**src/satq_ram.sv**
```systemverilog
// ----------------------------------------------------------------------------
// satq_ram
// Generic simple dual-port RAM: one write port, one read port, registered read.
// ----------------------------------------------------------------------------
module satq_ram #(
	parameter int WIDTH = 8,
	parameter int DEPTH = 16
) (
	input  logic                     clk,
	input  logic                     we,
	input  logic [$clog2(DEPTH)-1:0] waddr,
	input  logic [WIDTH-1:0]         wdata,
	input  logic [$clog2(DEPTH)-1:0] raddr,
	output logic [WIDTH-1:0]         rdata
);

	logic [WIDTH-1:0] mem_q [DEPTH];

	always_ff @(posedge clk) begin
		if (we) begin
			mem_q[waddr] <= wdata;
		end
		rdata <= mem_q[raddr];
	end

endmodule

```
**config.mk**
```make
export PLATFORM = sky130hd
export DESIGN_NAME = satq_ram
export DESIGN_NICKNAME = d
export VERILOG_FILES = /design/src/satq_ram.sv
export SDC_FILE = /design/constraint.sdc
export NUM_CORES = 1
export LEC_CHECK = 0
export BUFFER_PORTS_ARGS = -buffer_cell sky130_fd_sc_hd__buf_2
export CORE_ASPECT_RATIO = 0.9
export CORE_MARGIN = 1.5
export CORE_UTILIZATION = 46
export DETAILED_ROUTE_END_ITERATION = 10
export GPL_ROUTABILITY_DRIVEN = 0
export HOLD_SLACK_MARGIN = 0.12
export SYNTH_ARGS = -nofsm -noshare
export SYNTH_HDL_FRONTEND = slang
export SYNTH_SLANG_ARGS = --single-unit
```
**constraint.sdc**
```tcl
create_clock -name clk -period 2.3 [get_ports clk]
set_clock_uncertainty 0.2 [all_clocks]
set_input_delay 0.23 -clock clk [delete_from_list [all_inputs] [get_ports clk]]
set_output_delay 0.23 -clock clk [all_outputs]
set_load 0.1 [all_outputs]
```
==> flow_metrics.env <==
export IMPL_ys_seq_elements=136
export IMPL_avgViaCountPerCell=5.33
export IMPL_drive_gt1_frac=0.314
export IMPL_seq_area_frac_synth=0.778
export IMPL_n_antenna_cell=0
export IMPL_holdWs_ns=0.187
export IMPL_numPortBuffers=25
export IMPL_antenna_found_initial=0
export IMPL_path_class="reg2out"
export IMPL_fin_nets=311
export IMPL_clk_pin_slew_ns=0.05
export IMPL_cts_made_buffers=17
export IMPL_clock_sinks=136
export IMPL_grt_max_degree=18
export IMPL_fin_tns_setup_ns=0
export IMPL_finalHoldViolations=0
export IMPL_nFillCells=804
export IMPL_vdd_ir_drop_max_v=0.000532
export IMPL_cts_setup_buffers=0
export IMPL_setup_violations=0
export IMPL_final_common_cell="edfxtp_1"
export IMPL_fin_util=0.572
export IMPL_final_cell_mix="edfxtp_1 (128), buf_2 (25), buf_4 (20)"
export IMPL_start_util=0.474
export IMPL_syn_inst=229
export IMPL_drc=0
export IMPL_crit_arrival_ns=1.25
export IMPL_grt_pass1_vias=2492
export IMPL_ys_warn_count=0
export IMPL_critPathSlowestCell="buf_2"
export IMPL_period_share=0.730
export IMPL_required_ns=1.87
export IMPL_cts_path_max_buffers=2
export IMPL_slowest_delay_ns=0.46
export IMPL_cts_resized=0
export IMPL_grt_overflow_total=0
export IMPL_powerDensity_mw_per_mm2=915
export IMPL_critPathCaptureType="output port"
export IMPL_insertion_delay_ns=0.40
export IMPL_path_max_fanout=1
export IMPL_rsz0062_at_grt="false"
export IMPL_slew_viol_final=0
export IMPL_io_pins=26
export IMPL_cts_hold_buffers=8
export IMPL_area_delta_synth_final_pct=20.5
export IMPL_drt_pass1_iterations=4
export IMPL_leakage_uw=0.00211
export IMPL_drt_iter0_markers=185
export IMPL_die_x_um=115
export IMPL_die_h_um=103
export IMPL_dieArea_mm2=0.0118
export IMPL_h_tree_depth=4
export IMPL_fmax_mhz=596
export IMPL_coreArea_mm2=0.0109
export IMPL_yosys_cell_types_count=19
export IMPL_relSlewSlack=0.674
export IMPL_dpl_hpwl_mm=6.36
export IMPL_hold_path_class="in2reg"
export IMPL_period_needed_ns=1.68
export IMPL_grt_pass1_wl_mm=14.9
export IMPL_wl_mm=9.71
export IMPL_clockRootBuffer="clkbuf_16"
export IMPL_path_buf_inv=1
export IMPL_worst_slew_pin_slew_ns=0.492
export IMPL_track_usage=0.183
export IMPL_cts_tree="done"
export IMPL_p_total_uw=5670
export IMPL_wl_per_cell_um=21.2
export IMPL_cpLargestDelayFamily="buffers and inverters"
export IMPL_outcome="finished clean"
export IMPL_synth_area_mm2=0.00515
export IMPL_drv_cap=0
export IMPL_antenna_left=0
export IMPL_crit_chain="buf_2"
export IMPL_start_kind="flip-flop"
export IMPL_syn_num_nets=247
export IMPL_rows=36
export IMPL_via_count=2441
export IMPL_synth_avg_cell_area_um2=22.5
[final timing paths]
check               start          end  slack, ns  cells past startpoint
max              rdata[4]     rdata[4]       0.62                      1
min              waddr[0]  mem_q[0][1]       0.19                      3
max reg2reg   mem_q[9][5]     rdata[5]       0.76                      3
min reg2reg  mem_q[15][1]     rdata[1]       0.47                      3
[state kept, by name, summed over array words and instances (netlist names)]
register	flops
mem_q	128
rdata	8
[metrics by stage]
| step | setup slack [ns] | instances | area (um^2) |
|---|---|---|---|
| global placement | 0.323 | 418 | 5570 |
| global route | 0.572 | 458 | 6200 |
| floorplan | 0.377 | 229 | 5150 |
| CTS | 0.608 | 458 | 6200 |
| detailed placement | 0.303 | 418 | 5570 |
| finish | 0.622 | 458 | 6200 |
[cell type report]
class / instances / area [um^2] / share of cell area
multi-input combinational: 83 / 1060 / 0.170
timing repair buffer: 55 / 395 / 0.0637
tap: 152 / 190 / 0.0307
clock buffer: 19 / 433 / 0.0698
sequential: 136 / 4000 / 0.645
clock inverter: 13 / 125 / 0.0202
[layer usage]
metal	GRT usage	vias up	wire length [um]
li1	-	1103	-
met5	0	-	0
met3	0.0530	4	566
met4	0.0548	0	56
met2	0.283	70	4700
met1	0.258	1264	4390
[power breakdown]
group	switching (uW)	total, uW	leakage [uW]	internal, uW
sequential	19.7	2790	0.00122	2770
clock	1000	2500	0.000256	1490
combinational	262	385	0.000629	123
[cell families (layout without fill, tap and decap cells)]
kind of cell / after synthesis / in the layout / synth area share
buffers and inverters: 10 / 87 / 0.0168
and+or+nand+nor: 35 / 35 / 0.0318
muxes: 32 / 32 / 0.150
DFF: 136 / 136 / 0.778
AOI/OAI and AO/OA: 16 / 16 / 0.0233
[cells in the mapped netlist]
cell type / number / area share
a22oi_1: 16 / 0.023
and2_1: 1 / 0.0012
and2b_1: 1 / 0.0015
buf_2: 3 / 0.0029
buf_4: 1 / 0.0015
buf_6: 3 / 0.0066
clkdlybuf4s25_2: 3 / 0.0058
dfxtp_1: 8 / 0.031
edfxtp_1: 128 / 0.75
mux4_1: 14 / 0.071
mux4_2: 18 / 0.079
nand2_1: 9 / 0.0066
nand2b_1: 2 / 0.0024
nand3_1: 1 / 0.00097
nand3b_1: 2 / 0.0029
nor2_1: 13 / 0.0095
nor2b_1: 1 / 0.0012
nor3_1: 4 / 0.0039
or3b_2: 1 / 0.0017
(Power assumes the default switching activity.)
